==> src/rtl/comparator_output_set_update_macros.svh <==
// Assertion macros shared by the comparator output set update RTL.
// Included by modules that check their own control logic; no other dependencies.
`ifndef COMPARATOR_OUTPUT_SET_UPDATE_MACROS_SVH
`define COMPARATOR_OUTPUT_SET_UPDATE_MACROS_SVH

`ifndef SYNTHESIS

// Checks that a condition holds at every clock edge out of reset.
`define COSU_ASSERT(label, cond) \
    label: assert property (@(posedge clk) disable iff (!rst_n) (cond)) \
        else $error("cosu assertion failed");

// Checks that a trigger is followed by a condition in the next cycle.
`define COSU_ASSERT_NEXT(label, trig, cond) \
    label: assert property (@(posedge clk) disable iff (!rst_n) (trig) |=> (cond)) \
        else $error("cosu assertion failed");

`else

`define COSU_ASSERT(label, cond)
`define COSU_ASSERT_NEXT(label, trig, cond)

`endif

`endif

==> src/rtl/cosu_pkg.sv <==
// Package for the comparator output set update block: sizes, codes, types
// and small helper functions. No dependencies.
package cosu_pkg;

    // Number of wires of the comparator network.
    localparam int CHANNELS = 8;
    localparam int LEVELS   = CHANNELS - 1;
    localparam int MAP_SIZE = 1 << CHANNELS;
    localparam int POP_W    = $clog2(CHANNELS + 1);
    localparam int IDX_W    = $clog2(LEVELS);

    typedef logic [CHANNELS-1:0] wire_t;
    typedef logic [POP_W-1:0]    pop_t;
    typedef logic [IDX_W-1:0]    idx_t;
    typedef logic [CHANNELS-1:0] cnt_t;

    localparam wire_t MAP_LAST  = '1;
    localparam idx_t  LVL_LAST  = idx_t'(LEVELS - 1);

    // Input kind codes.
    localparam logic KIND_COMPARE = 1'b0;
    localparam logic KIND_RESTART = 1'b1;

    // What one sweep over the presence map does to each entry.
    typedef enum logic [1:0] {
        MODE_INIT,
        MODE_PASS,
        MODE_SWAP
    } mode_t;

    typedef enum logic [2:0] {
        ST_SWEEP,
        ST_DRAIN,
        ST_IDLE,
        ST_EMIT
    } state_t;

    // Control of the sweep unit for the entry whose read data is returning.
    typedef struct packed {
        logic  clr;
        logic  vld;
        mode_t mode;
        wire_t addr;
        wire_t cm;
        wire_t hi;
        wire_t lo;
    } sweep_ctrl_t;

    // Per-level statistics gathered during a sweep.
    typedef struct packed {
        cnt_t  cnt;
        wire_t orp;
        wire_t orl;
        logic  moved;
    } lvl_stats_t;

    function automatic pop_t popcount(input wire_t x);
        pop_t n;
        n = '0;
        for (int i = 0; i < CHANNELS; i++)
        begin
            n = n + pop_t'(x[i]);
        end
        return n;
    endfunction

    // Presence of a vector after reset: between one and CHANNELS-1 ones.
    function automatic logic reset_present(input wire_t x);
        pop_t n;
        n = popcount(x);
        return (n != '0) && (n <= pop_t'(LEVELS));
    endfunction

endpackage

==> src/rtl/cosu_ram.sv <==
// Generic RAM with one write port and two registered read ports.
// Standalone; no package dependencies.
module cosu_ram #(
    parameter int WIDTH = 1,
    parameter int DEPTH = 256,
    localparam int AW   = $clog2(DEPTH)
) (
    input  logic             clk,
    input  logic             we,
    input  logic [AW-1:0]    waddr,
    input  logic [WIDTH-1:0] wdata,
    input  logic [AW-1:0]    raddr_a,
    input  logic [AW-1:0]    raddr_b,
    output logic [WIDTH-1:0] rdata_a,
    output logic [WIDTH-1:0] rdata_b
);

    logic [WIDTH-1:0] mem [DEPTH];

    // Write port and registered reads.
    always_ff @(posedge clk)
    begin
        if (we)
        begin
            mem[waddr] <= wdata;
        end
        rdata_a <= mem[raddr_a];
        rdata_b <= mem[raddr_b];
    end

endmodule

==> src/rtl/cosu_sweep.sv <==
// Sweep unit: updates one presence map entry per cycle and gathers
// per-level statistics. Depends on cosu_pkg.
module cosu_sweep (
    input  logic                 clk,
    input  logic                 rst_n,
    input  cosu_pkg::sweep_ctrl_t ctrl,
    input  logic                 rd_self,
    input  logic                 rd_pair,
    input  cosu_pkg::idx_t       lvl_sel,
    output logic                 wr_en,
    output cosu_pkg::wire_t      wr_addr,
    output logic                 wr_data,
    output cosu_pkg::lvl_stats_t stats
);

    cosu_pkg::pop_t  pop;
    cosu_pkg::idx_t  hit_idx;
    logic            in_range;
    logic            has_hi;
    logic            has_lo;
    logic            new_val;
    logic            moved;

    cosu_pkg::cnt_t  cnt_reg  [cosu_pkg::LEVELS];
    cosu_pkg::cnt_t  cnt_next [cosu_pkg::LEVELS];
    cosu_pkg::wire_t orp_reg  [cosu_pkg::LEVELS];
    cosu_pkg::wire_t orp_next [cosu_pkg::LEVELS];
    cosu_pkg::wire_t orl_reg  [cosu_pkg::LEVELS];
    cosu_pkg::wire_t orl_next [cosu_pkg::LEVELS];
    logic            mov_reg  [cosu_pkg::LEVELS];
    logic            mov_next [cosu_pkg::LEVELS];

    // Classify the entry and compute its new presence bit.
    always_comb
    begin
        pop      = cosu_pkg::popcount(ctrl.addr);
        in_range = (pop != '0) && (pop <= cosu_pkg::pop_t'(cosu_pkg::LEVELS));
        hit_idx  = cosu_pkg::idx_t'(pop - cosu_pkg::pop_t'(1));
        has_hi   = |(ctrl.addr & ctrl.hi);
        has_lo   = |(ctrl.addr & ctrl.lo);
        moved    = 1'b0;
        case (ctrl.mode)
            cosu_pkg::MODE_INIT:
            begin
                new_val = in_range;
            end
            cosu_pkg::MODE_SWAP:
            begin
                if (has_hi && !has_lo)
                begin
                    // The vector leaves for its swapped image below it.
                    new_val = 1'b0;
                    moved   = rd_self;
                end
                else if (has_lo && !has_hi)
                begin
                    // The image merges with anything swapped into it.
                    new_val = rd_self | rd_pair;
                end
                else
                begin
                    new_val = rd_self;
                end
            end
            default:
            begin
                new_val = rd_self;
            end
        endcase
    end

    assign wr_en   = ctrl.vld;
    assign wr_addr = ctrl.addr;
    assign wr_data = new_val;

    // Per-level accumulators; each entry only looks at its own level.
    always_comb
    begin
        for (int i = 0; i < cosu_pkg::LEVELS; i++)
        begin
            cnt_next[i] = cnt_reg[i];
            orp_next[i] = orp_reg[i];
            orl_next[i] = orl_reg[i];
            mov_next[i] = mov_reg[i];
            if (ctrl.clr)
            begin
                cnt_next[i] = '0;
                orp_next[i] = '0;
                orl_next[i] = '0;
                mov_next[i] = 1'b0;
            end
            else if (ctrl.vld && in_range && (hit_idx == cosu_pkg::idx_t'(i)))
            begin
                if (new_val)
                begin
                    cnt_next[i] = cnt_reg[i] + cosu_pkg::cnt_t'(1);
                    orp_next[i] = orp_reg[i] | (~ctrl.addr & ctrl.cm);
                    orl_next[i] = orl_reg[i] | (ctrl.addr & ctrl.cm);
                end
                mov_next[i] = mov_reg[i] | moved;
            end
        end
    end

    always_ff @(posedge clk or negedge rst_n)
    begin
        if (!rst_n)
        begin
            for (int i = 0; i < cosu_pkg::LEVELS; i++)
            begin
                cnt_reg[i] <= '0;
                orp_reg[i] <= '0;
                orl_reg[i] <= '0;
                mov_reg[i] <= 1'b0;
            end
        end
        else
        begin
            for (int i = 0; i < cosu_pkg::LEVELS; i++)
            begin
                cnt_reg[i] <= cnt_next[i];
                orp_reg[i] <= orp_next[i];
                orl_reg[i] <= orl_next[i];
                mov_reg[i] <= mov_next[i];
            end
        end
    end

    // Statistics of the level being reported.
    assign stats.cnt   = cnt_reg[lvl_sel];
    assign stats.orp   = orp_reg[lvl_sel];
    assign stats.orl   = orl_reg[lvl_sel];
    assign stats.moved = mov_reg[lvl_sel];

endmodule

==> src/rtl/comparator_output_set_update.sv <==
// Top level of the comparator output set update block: sequencer, P/L masks
// and result register. Depends on cosu_pkg, cosu_ram, cosu_sweep and the macro header.
//
// Usage:
// The input channel (in_valid, in_stall, kind, comparator_mask) takes one
// transaction per item: a comparator to apply or a restart. The output channel
// (out_valid, out_stall, level ... last) returns CHANNELS-1 result
// transactions per item, lowest level first, with last set on the final one.
// Each item is handled by a sweep over all 2^CHANNELS presence map entries,
// one entry per cycle through the shared update unit and a two-read-port RAM,
// then by the drain state and the emit state, which loads one result per level,
// and the block returns to idle, where the next item is taken. in_stall stays
// high from acceptance until the last result has been loaded into the output
// register; the next item may be accepted while that last result still waits.
// After reset the block runs an initialization sweep and a drain with in_stall
// high, writing the full input set. A restart item runs the same sweep and then
// reports the reset state. When the receiver stalls, the current result holds
// and the sequencer waits.
`include "comparator_output_set_update_macros.svh"

module comparator_output_set_update (
    input  logic       clk,
    input  logic       rst_n,
    input  logic       in_valid,
    output logic       in_stall,
    input  logic       kind,
    input  logic [7:0] comparator_mask,
    output logic       out_valid,
    input  logic       out_stall,
    output logic [2:0] level,
    output logic [6:0] distinct_count,
    output logic [7:0] p_mask,
    output logic [3:0] p_count,
    output logic [7:0] l_mask,
    output logic [3:0] l_count,
    output logic       changed,
    output logic       rejected,
    output logic       last
);

    cosu_pkg::state_t     state_reg, state_next;
    cosu_pkg::wire_t      addr_reg, addr_next;
    cosu_pkg::mode_t      mode_reg, mode_next;
    cosu_pkg::wire_t      cm_reg, cm_next;
    cosu_pkg::wire_t      lo_reg, lo_next;
    cosu_pkg::wire_t      hi_reg, hi_next;
    logic                 rej_reg, rej_next;
    logic                 emit_reg, emit_next;
    logic                 s1_vld_reg;
    cosu_pkg::wire_t      s1_addr_reg;
    cosu_pkg::idx_t       lvl_reg, lvl_next;

    cosu_pkg::wire_t      p_masks_reg [cosu_pkg::LEVELS];
    cosu_pkg::wire_t      l_masks_reg [cosu_pkg::LEVELS];

    logic                 out_vld_reg, out_vld_next;
    logic [2:0]           level_reg;
    logic [6:0]           dcount_reg;
    logic [7:0]           pmask_reg;
    logic [3:0]           pcount_reg;
    logic [7:0]           lmask_reg;
    logic [3:0]           lcount_reg;
    logic                 changed_reg;
    logic                 rejected_reg;
    logic                 last_reg;

    logic                 in_fire;
    logic                 out_load;
    cosu_pkg::wire_t      cm_in;
    cosu_pkg::wire_t      lo_in;
    cosu_pkg::sweep_ctrl_t sweep_ctrl;
    cosu_pkg::lvl_stats_t stats;
    logic                 rd_self;
    logic                 rd_pair;
    logic                 wr_en;
    cosu_pkg::wire_t      wr_addr;
    logic                 wr_data;
    cosu_pkg::wire_t      old_p;
    cosu_pkg::wire_t      old_l;
    cosu_pkg::wire_t      new_p;
    cosu_pkg::wire_t      new_l;

    assign in_stall = (state_reg != cosu_pkg::ST_IDLE);
    assign in_fire  = in_valid && !in_stall;
    assign out_load = (state_reg == cosu_pkg::ST_EMIT) && (!out_vld_reg || !out_stall);

    // Comparator decode: lowest selected wire and the other one.
    assign cm_in = cosu_pkg::wire_t'(comparator_mask);
    assign lo_in = cm_in & (~cm_in + cosu_pkg::wire_t'(1));

    // Sequencer: item acceptance, map sweep, drain and result emission.
    always_comb
    begin
        state_next = state_reg;
        addr_next  = addr_reg;
        mode_next  = mode_reg;
        cm_next    = cm_reg;
        lo_next    = lo_reg;
        hi_next    = hi_reg;
        rej_next   = rej_reg;
        emit_next  = emit_reg;
        lvl_next   = lvl_reg;
        case (state_reg)
            cosu_pkg::ST_IDLE:
            begin
                if (in_fire)
                begin
                    state_next = cosu_pkg::ST_SWEEP;
                    addr_next  = '0;
                    lvl_next   = '0;
                    emit_next  = 1'b1;
                    cm_next    = cm_in;
                    lo_next    = lo_in;
                    hi_next    = cm_in ^ lo_in;
                    rej_next   = 1'b0;
                    if (kind == cosu_pkg::KIND_RESTART)
                    begin
                        mode_next = cosu_pkg::MODE_INIT;
                    end
                    else if (cosu_pkg::popcount(cm_in) == cosu_pkg::pop_t'(2))
                    begin
                        mode_next = cosu_pkg::MODE_SWAP;
                    end
                    else
                    begin
                        mode_next = cosu_pkg::MODE_PASS;
                        rej_next  = 1'b1;
                    end
                end
            end
            cosu_pkg::ST_SWEEP:
            begin
                addr_next = addr_reg + cosu_pkg::wire_t'(1);
                if (addr_reg == cosu_pkg::MAP_LAST)
                begin
                    state_next = cosu_pkg::ST_DRAIN;
                end
            end
            cosu_pkg::ST_DRAIN:
            begin
                state_next = emit_reg ? cosu_pkg::ST_EMIT : cosu_pkg::ST_IDLE;
            end
            cosu_pkg::ST_EMIT:
            begin
                if (out_load)
                begin
                    lvl_next = lvl_reg + cosu_pkg::idx_t'(1);
                    if (lvl_reg == cosu_pkg::LVL_LAST)
                    begin
                        state_next = cosu_pkg::ST_IDLE;
                        lvl_next   = '0;
                    end
                end
            end
            default:
            begin
                state_next = cosu_pkg::ST_IDLE;
            end
        endcase
    end

    always_ff @(posedge clk or negedge rst_n)
    begin
        if (!rst_n)
        begin
            state_reg  <= cosu_pkg::ST_SWEEP;
            addr_reg   <= '0;
            mode_reg   <= cosu_pkg::MODE_INIT;
            emit_reg   <= 1'b0;
            lvl_reg    <= '0;
            s1_vld_reg <= 1'b0;
            rej_reg    <= 1'b0;
        end
        else
        begin
            state_reg  <= state_next;
            addr_reg   <= addr_next;
            mode_reg   <= mode_next;
            emit_reg   <= emit_next;
            lvl_reg    <= lvl_next;
            s1_vld_reg <= (state_reg == cosu_pkg::ST_SWEEP);
            rej_reg    <= rej_next;
        end
    end

    // Comparator wires and the address whose read data returns next cycle.
    always_ff @(posedge clk)
    begin
        cm_reg      <= cm_next;
        lo_reg      <= lo_next;
        hi_reg      <= hi_next;
        s1_addr_reg <= addr_reg;
    end

    // Presence map; port b reads the swap partner of the swept entry.
    cosu_ram #(
        .WIDTH (1),
        .DEPTH (cosu_pkg::MAP_SIZE)
    ) u_map (
        .clk     (clk),
        .we      (wr_en),
        .waddr   (wr_addr),
        .wdata   (wr_data),
        .raddr_a (addr_reg),
        .raddr_b (addr_reg ^ cm_reg),
        .rdata_a (rd_self),
        .rdata_b (rd_pair)
    );

    always_comb
    begin
        sweep_ctrl.clr  = in_fire;
        sweep_ctrl.vld  = s1_vld_reg;
        sweep_ctrl.mode = mode_reg;
        sweep_ctrl.addr = s1_addr_reg;
        sweep_ctrl.cm   = cm_reg;
        sweep_ctrl.hi   = hi_reg;
        sweep_ctrl.lo   = lo_reg;
    end

    cosu_sweep u_sweep (
        .clk     (clk),
        .rst_n   (rst_n),
        .ctrl    (sweep_ctrl),
        .rd_self (rd_self),
        .rd_pair (rd_pair),
        .lvl_sel (lvl_reg),
        .wr_en   (wr_en),
        .wr_addr (wr_addr),
        .wr_data (wr_data),
        .stats   (stats)
    );

    // New P and L masks of the level being reported.
    always_comb
    begin
        old_p = p_masks_reg[lvl_reg];
        old_l = l_masks_reg[lvl_reg];
        case (mode_reg)
            cosu_pkg::MODE_INIT:
            begin
                new_p = '1;
                new_l = '1;
            end
            cosu_pkg::MODE_SWAP:
            begin
                new_p = (old_p & ~cm_reg) | (((old_p & cm_reg) != '0) ? stats.orp : '0);
                new_l = (old_l & ~cm_reg) | (((old_l & cm_reg) != '0) ? stats.orl : '0);
            end
            default:
            begin
                new_p = old_p;
                new_l = old_l;
            end
        endcase
    end

    // Mask store, committed one level at a time as results are loaded.
    always_ff @(posedge clk or negedge rst_n)
    begin
        if (!rst_n)
        begin
            for (int i = 0; i < cosu_pkg::LEVELS; i++)
            begin
                p_masks_reg[i] <= '1;
                l_masks_reg[i] <= '1;
            end
        end
        else if (out_load)
        begin
            p_masks_reg[lvl_reg] <= new_p;
            l_masks_reg[lvl_reg] <= new_l;
        end
    end

    // Output register: holds a result until the receiver takes it.
    always_comb
    begin
        if (out_load)
        begin
            out_vld_next = 1'b1;
        end
        else if (!out_stall)
        begin
            out_vld_next = 1'b0;
        end
        else
        begin
            out_vld_next = out_vld_reg;
        end
    end

    always_ff @(posedge clk or negedge rst_n)
    begin
        if (!rst_n)
        begin
            out_vld_reg <= 1'b0;
        end
        else
        begin
            out_vld_reg <= out_vld_next;
        end
    end

    always_ff @(posedge clk)
    begin
        if (out_load)
        begin
            level_reg    <= 3'(lvl_reg + cosu_pkg::idx_t'(1));
            dcount_reg   <= 7'(stats.cnt);
            pmask_reg    <= 8'(new_p);
            pcount_reg   <= 4'(cosu_pkg::popcount(new_p));
            lmask_reg    <= 8'(new_l);
            lcount_reg   <= 4'(cosu_pkg::popcount(new_l));
            changed_reg  <= stats.moved;
            rejected_reg <= rej_reg;
            last_reg     <= (lvl_reg == cosu_pkg::LVL_LAST);
        end
    end

    assign out_valid      = out_vld_reg;
    assign level          = level_reg;
    assign distinct_count = dcount_reg;
    assign p_mask         = pmask_reg;
    assign p_count        = pcount_reg;
    assign l_mask         = lmask_reg;
    assign l_count        = lcount_reg;
    assign changed        = changed_reg;
    assign rejected       = rejected_reg;
    assign last           = last_reg;

    // Map writes only happen during a sweep or the drain cycle after it.
    `COSU_ASSERT(a_write_in_sweep, !wr_en || (state_reg == cosu_pkg::ST_SWEEP) || (state_reg == cosu_pkg::ST_DRAIN))
    // An accepted item starts its sweep at the first map entry.
    `COSU_ASSERT_NEXT(a_sweep_start, in_fire, (state_reg == cosu_pkg::ST_SWEEP) && (addr_reg == '0))
    // Loading the highest level ends the item.
    `COSU_ASSERT_NEXT(a_last_ends, out_load && (lvl_reg == cosu_pkg::LVL_LAST), state_reg == cosu_pkg::ST_IDLE)
    // A refused comparator never reports a moved vector.
    `COSU_ASSERT(a_reject_unchanged, !(out_vld_reg && rejected_reg) || !changed_reg)

endmodule
==> config.mk <==
export PLATFORM = sky130hd
export DESIGN_NAME = comparator_output_set_update
export DESIGN_NICKNAME = d
export VERILOG_FILES = /design/src/rtl/cosu_pkg.sv /design/src/rtl/cosu_ram.sv /design/src/rtl/cosu_sweep.sv /design/src/rtl/comparator_output_set_update.sv
export VERILOG_INCLUDE_DIRS = /design/src /design/src/rtl
export SDC_FILE = /design/constraint.sdc
export NUM_CORES = 1
export LEC_CHECK = 0
export ABC_AREA = 0
export BUFFER_PORTS_ARGS = -buffer_cell sky130_fd_sc_hd__buf_2
export CAP_MARGIN = 20
export CORE_ASPECT_RATIO = 1.25
export CORE_MARGIN = 3
export CORE_UTILIZATION = 51
export CTS_CLUSTER_SIZE = 10
export DETAILED_ROUTE_END_ITERATION = 6
export HOLD_SLACK_MARGIN = 0.08
export PLACE_DENSITY = 0.77
export SYNTH_ARGS = -nofsm -noshare
export SYNTH_HDL_FRONTEND = slang
export SYNTH_SLANG_ARGS = --single-unit
==> constraint.sdc <==
create_clock -name clk -period 12.2 [get_ports clk]
set_input_delay 3.05 -clock clk [delete_from_list [all_inputs] [get_ports clk]]
set_output_delay 3.05 -clock clk [all_outputs]
set_load 0.02 [all_outputs]
==> impl_metrics.yaml <==
run_status:
  status: "completed"
route:
  drtIter0Drc: 2636
  drc: 0
  wl_met2_microns: 42600
  firstDrtPassIters: 7
  routed_wl_microns: 85000
  met1_length_microns: 29700
  vias_per_cell: 6.57
  num_vias: 22400
  top_layer: "met4"
  wl_per_cell_microns: 24.9
  route.met3.wl_microns: 7820
  drtAntennaViolNets: 0
timing:
  slew_headroom: 0.258
  max_slew.worst_pin.slew_ns: 1.11
  drv_slew: 0
  finalCriticalPeriod_ns: 6.54
  finClkSkew_ns: 0.0261
  tns_ns: 0
  hold_viol_final: 0
  post-route-period-util: 0.536
  setup_viol: 0
  max_clock_freq_mhz: 153
  rsz0062_at_grt: "no"
synthesis:
  syn_area_sq_um: 31200
  yosys_warnings: 0
  synth_common_cells: "nor2_1 (555), edfxtp_1 (315), a21oi_1 (252)"
  synth_largest_area_cell: "edfxtp_1"
  synth_nets: 2671
  ys_top_cells_by_area: "edfxtp_1 (30%), dfrtp_1 (15%), mux4_2 (12%)"
  synthCells: 2612
  synth-seq-cells: 623
  synth-async-reset-ratio: 0.478
  synth_flop_cell: "edfxtp_1"
  ys_types: 80
  synth_edf_count: 315
  synth_most_common_cell: "nor2_1"
  synth_top_area_share: 0.303
  postSynthAreaPerCell_sq_um: 11.9
  yosysSeqAreaShare: 0.553
critical_path:
  slowest_stage: "dfrtp_4"
  slowest_delay_ns: 0.88
  endpoint_kind: "register"
  worstPathArrival_ns: 6.91
  critPathMaxFanout: 54
  worst_path_most_repeated_cell: "inv_1"
  critPathLaunchType: "register"
  crit_type: "register to register"
  required_ns: 12.57
  worstPathCellList: "buf_4, nor2b_1, buf_4, a22oi_2, a21oi_1, a222oi_1, a41oi_4, a221oi_4, fa_1, inv_1, fa_1, inv_1, fa_1, inv_1, ha_1, inv_1, fa_1, inv_1"
cells_and_area:
  nNetsFinal: 2641
  filler_cell_count: 4697
  max_flop_register: "u_map.mem"
  area_growth_pct: 10.1
  fin_cells: 3408
  antenna_cells: 0
  final_layout_size_suffix_gt1_frac: 0.214
  largest_reg_flops: 256
  final_area_sq_um: 34400
place:
  place_congestion: 0.910
  hpwl_microns: 52800
  numPlacedInstances: 3267
  place_area_sq_um: 32000
  port-buffer-count: 51
floorplanning:
  core_area_sq_um: 60100
  io_pins: 52
  dieArea_sq_um: 64200
  die_width_microns: 227
  rows: 100
  start_util: 0.520
  die_h_microns: 283
clock_tree:
  post_cts_resized: 0
  cts_setup_buffers: 0
  clkTransAtPathRegs_ns: 0.06
  h-tree-depth: 3
  cts_buffers: 74
  cts.sinks: 623
  cts_hold_buf: 0
  cts_root_buf: "clkbuf_16"
  cts_buffer_depth: 3
  cts_tree: "done"
  insertion_delay_ns: 0.62
power_and_ir_drop:
  pwr-share-seq: 0.380
  ir_worst_vdd_uv: 398
  netSwitchingPower_uw: 3180
  p_comb_frac: 0.380
  swShare: 0.367
  pwr-share-clk: 0.241
  power.internal_uw: 5470
  power.density_nw_per_um2: 252
  p_leak_uw: 0.0126
hold_path:
  hold_class: "register to register"
global_route:
  grt_pass1_vias: 22600
  grt_max_degree: 133
  grt_antenna_before_repair: 0
  grt_pass1_wl_microns: 131000
  globalRouteOverflowTotal: 0
  grtUsageTotal: 0.266
run:
  maxCapViolCount: 0
-- worst max-delay path, delay by kind of cell, from the launching register on --
family	cells	cell delay (ns)
fa+ha+maj	5	2.02
simple gates	1	0.17
compound gates	5	1.84
buf+inv	7	1.31
flops	1	0.88
-- final cells by class --
type,instances,area (sq um),area share
repair buffers,99,706,0.0205
multi-input cells,1710,12900,0.375
well taps,765,957,0.0278
inverters,74,280,0.00815
clock buffers,130,2180,0.0633
clock inverters,7,97.6,0.00284
flip-flops and latches,623,17300,0.502
-- path summary, 6_finish.rpt --
check / start / to / slack [ns] / cells past startpoint
max in group asynchronous: rst_n / addr_reg[0]$_DFFE_PN0P_ / 8.43 / 2
min: emit_reg$_DFFE_PN0P_ / emit_reg$_DFFE_PN0P_ / 0.47 / 1
max: lvl_reg[2]$_DFFE_PN0P_ / p_count[1]$_DFFE_PP_ / 5.66 / 18
max reg2reg: lvl_reg[2]$_DFFE_PN0P_ / p_count[1]$_DFFE_PP_ / 5.66 / 18
min in group asynchronous: rst_n / u_sweep.cnt_reg[11]$_DFFE_PN0P_ / 2.35 / 1
min reg2reg: emit_reg$_DFFE_PN0P_ / emit_reg$_DFFE_PN0P_ / 0.47 / 1
-- power groups by stage --
stage,logic (uW),registers (uW),clock network [uW]
final,3280,3280,2080
after global routing,3560,3320,2190
after CTS,3200,3300,2100
after detailed placement,3170,3330,0
after global placement,3060,3320,0
after floorplan,2320,3330,0
-- routing by layer --
layer | vias up | track usage
met5 | - | 0
met4 | 0 | 0.145
met3 | 323 | 0.0508
met2 | 1382 | 0.450
met1 | 11200 | 0.323
li1 | 9446 | -
-- logic make-up (layout without fill, tap and decap cells) --
logic type / count (synthesis) / after routing / share of synthesized area
flops: 623 / 623 / 0.553
fa+ha+maj: 46 / 46 / 0.0223
xor+xnor: 25 / 25 / 0.00750
buf+inv: 279 / 310 / 0.0370
mux: 268 / 268 / 0.156
simple gates: 894 / 894 / 0.123
compound gates: 477 / 477 / 0.102
-- per-stage QoR --
stage	utilization	total power (uW)	setup WS (ns)	hold slack (ns)
finish	0.572	8650	5.66	0.467
global route	0.572	9070	5.30	0.498
CTS	0.571	8600	5.73	0.471
detailed placement	0.533	6510	5.75	0.455
global placement	0.533	6380	5.92	0.446
floorplan	-	5650	4.68	0.345
-- placed cells by master, fill, tap and decap left out, types with 10 or more instances in the layout --
cell / Yosys / final
and3_1: 21 / 21
a22oi_1: 33 / 33
inv_1: 71 / 69
nor2b_1: 25 / 25
and2_1: 25 / 25
edfxtp_1: 315 / 315
xnor2_1: 16 / 16
ha_1: 30 / 30
a31o_2: 16 / 16
a21oi_1: 252 / 252
nand2b_1: 25 / 25
fa_1: 16 / 16
buf_4: 8 / 44
nor3_1: 17 / 12
clkbuf_16: 0 / 77
dfstp_2: 112 / 112
a221oi_1: 13 / 13
o22ai_1: 15 / 15
nand2_1: 133 / 132
o21ai_0: 40 / 40
buf_2: 43 / 50
clkbuf_1: 141 / 48
nor2_1: 555 / 554
mux4_2: 167 / 167
mux2_2: 29 / 29
mux2i_1: 63 / 63
a31oi_1: 19 / 19
nand3_1: 42 / 42
nand4_1: 29 / 29
dfrtp_1: 186 / 181
dfxtp_1: 10 / 10
(Power assumes the default switching activity.)
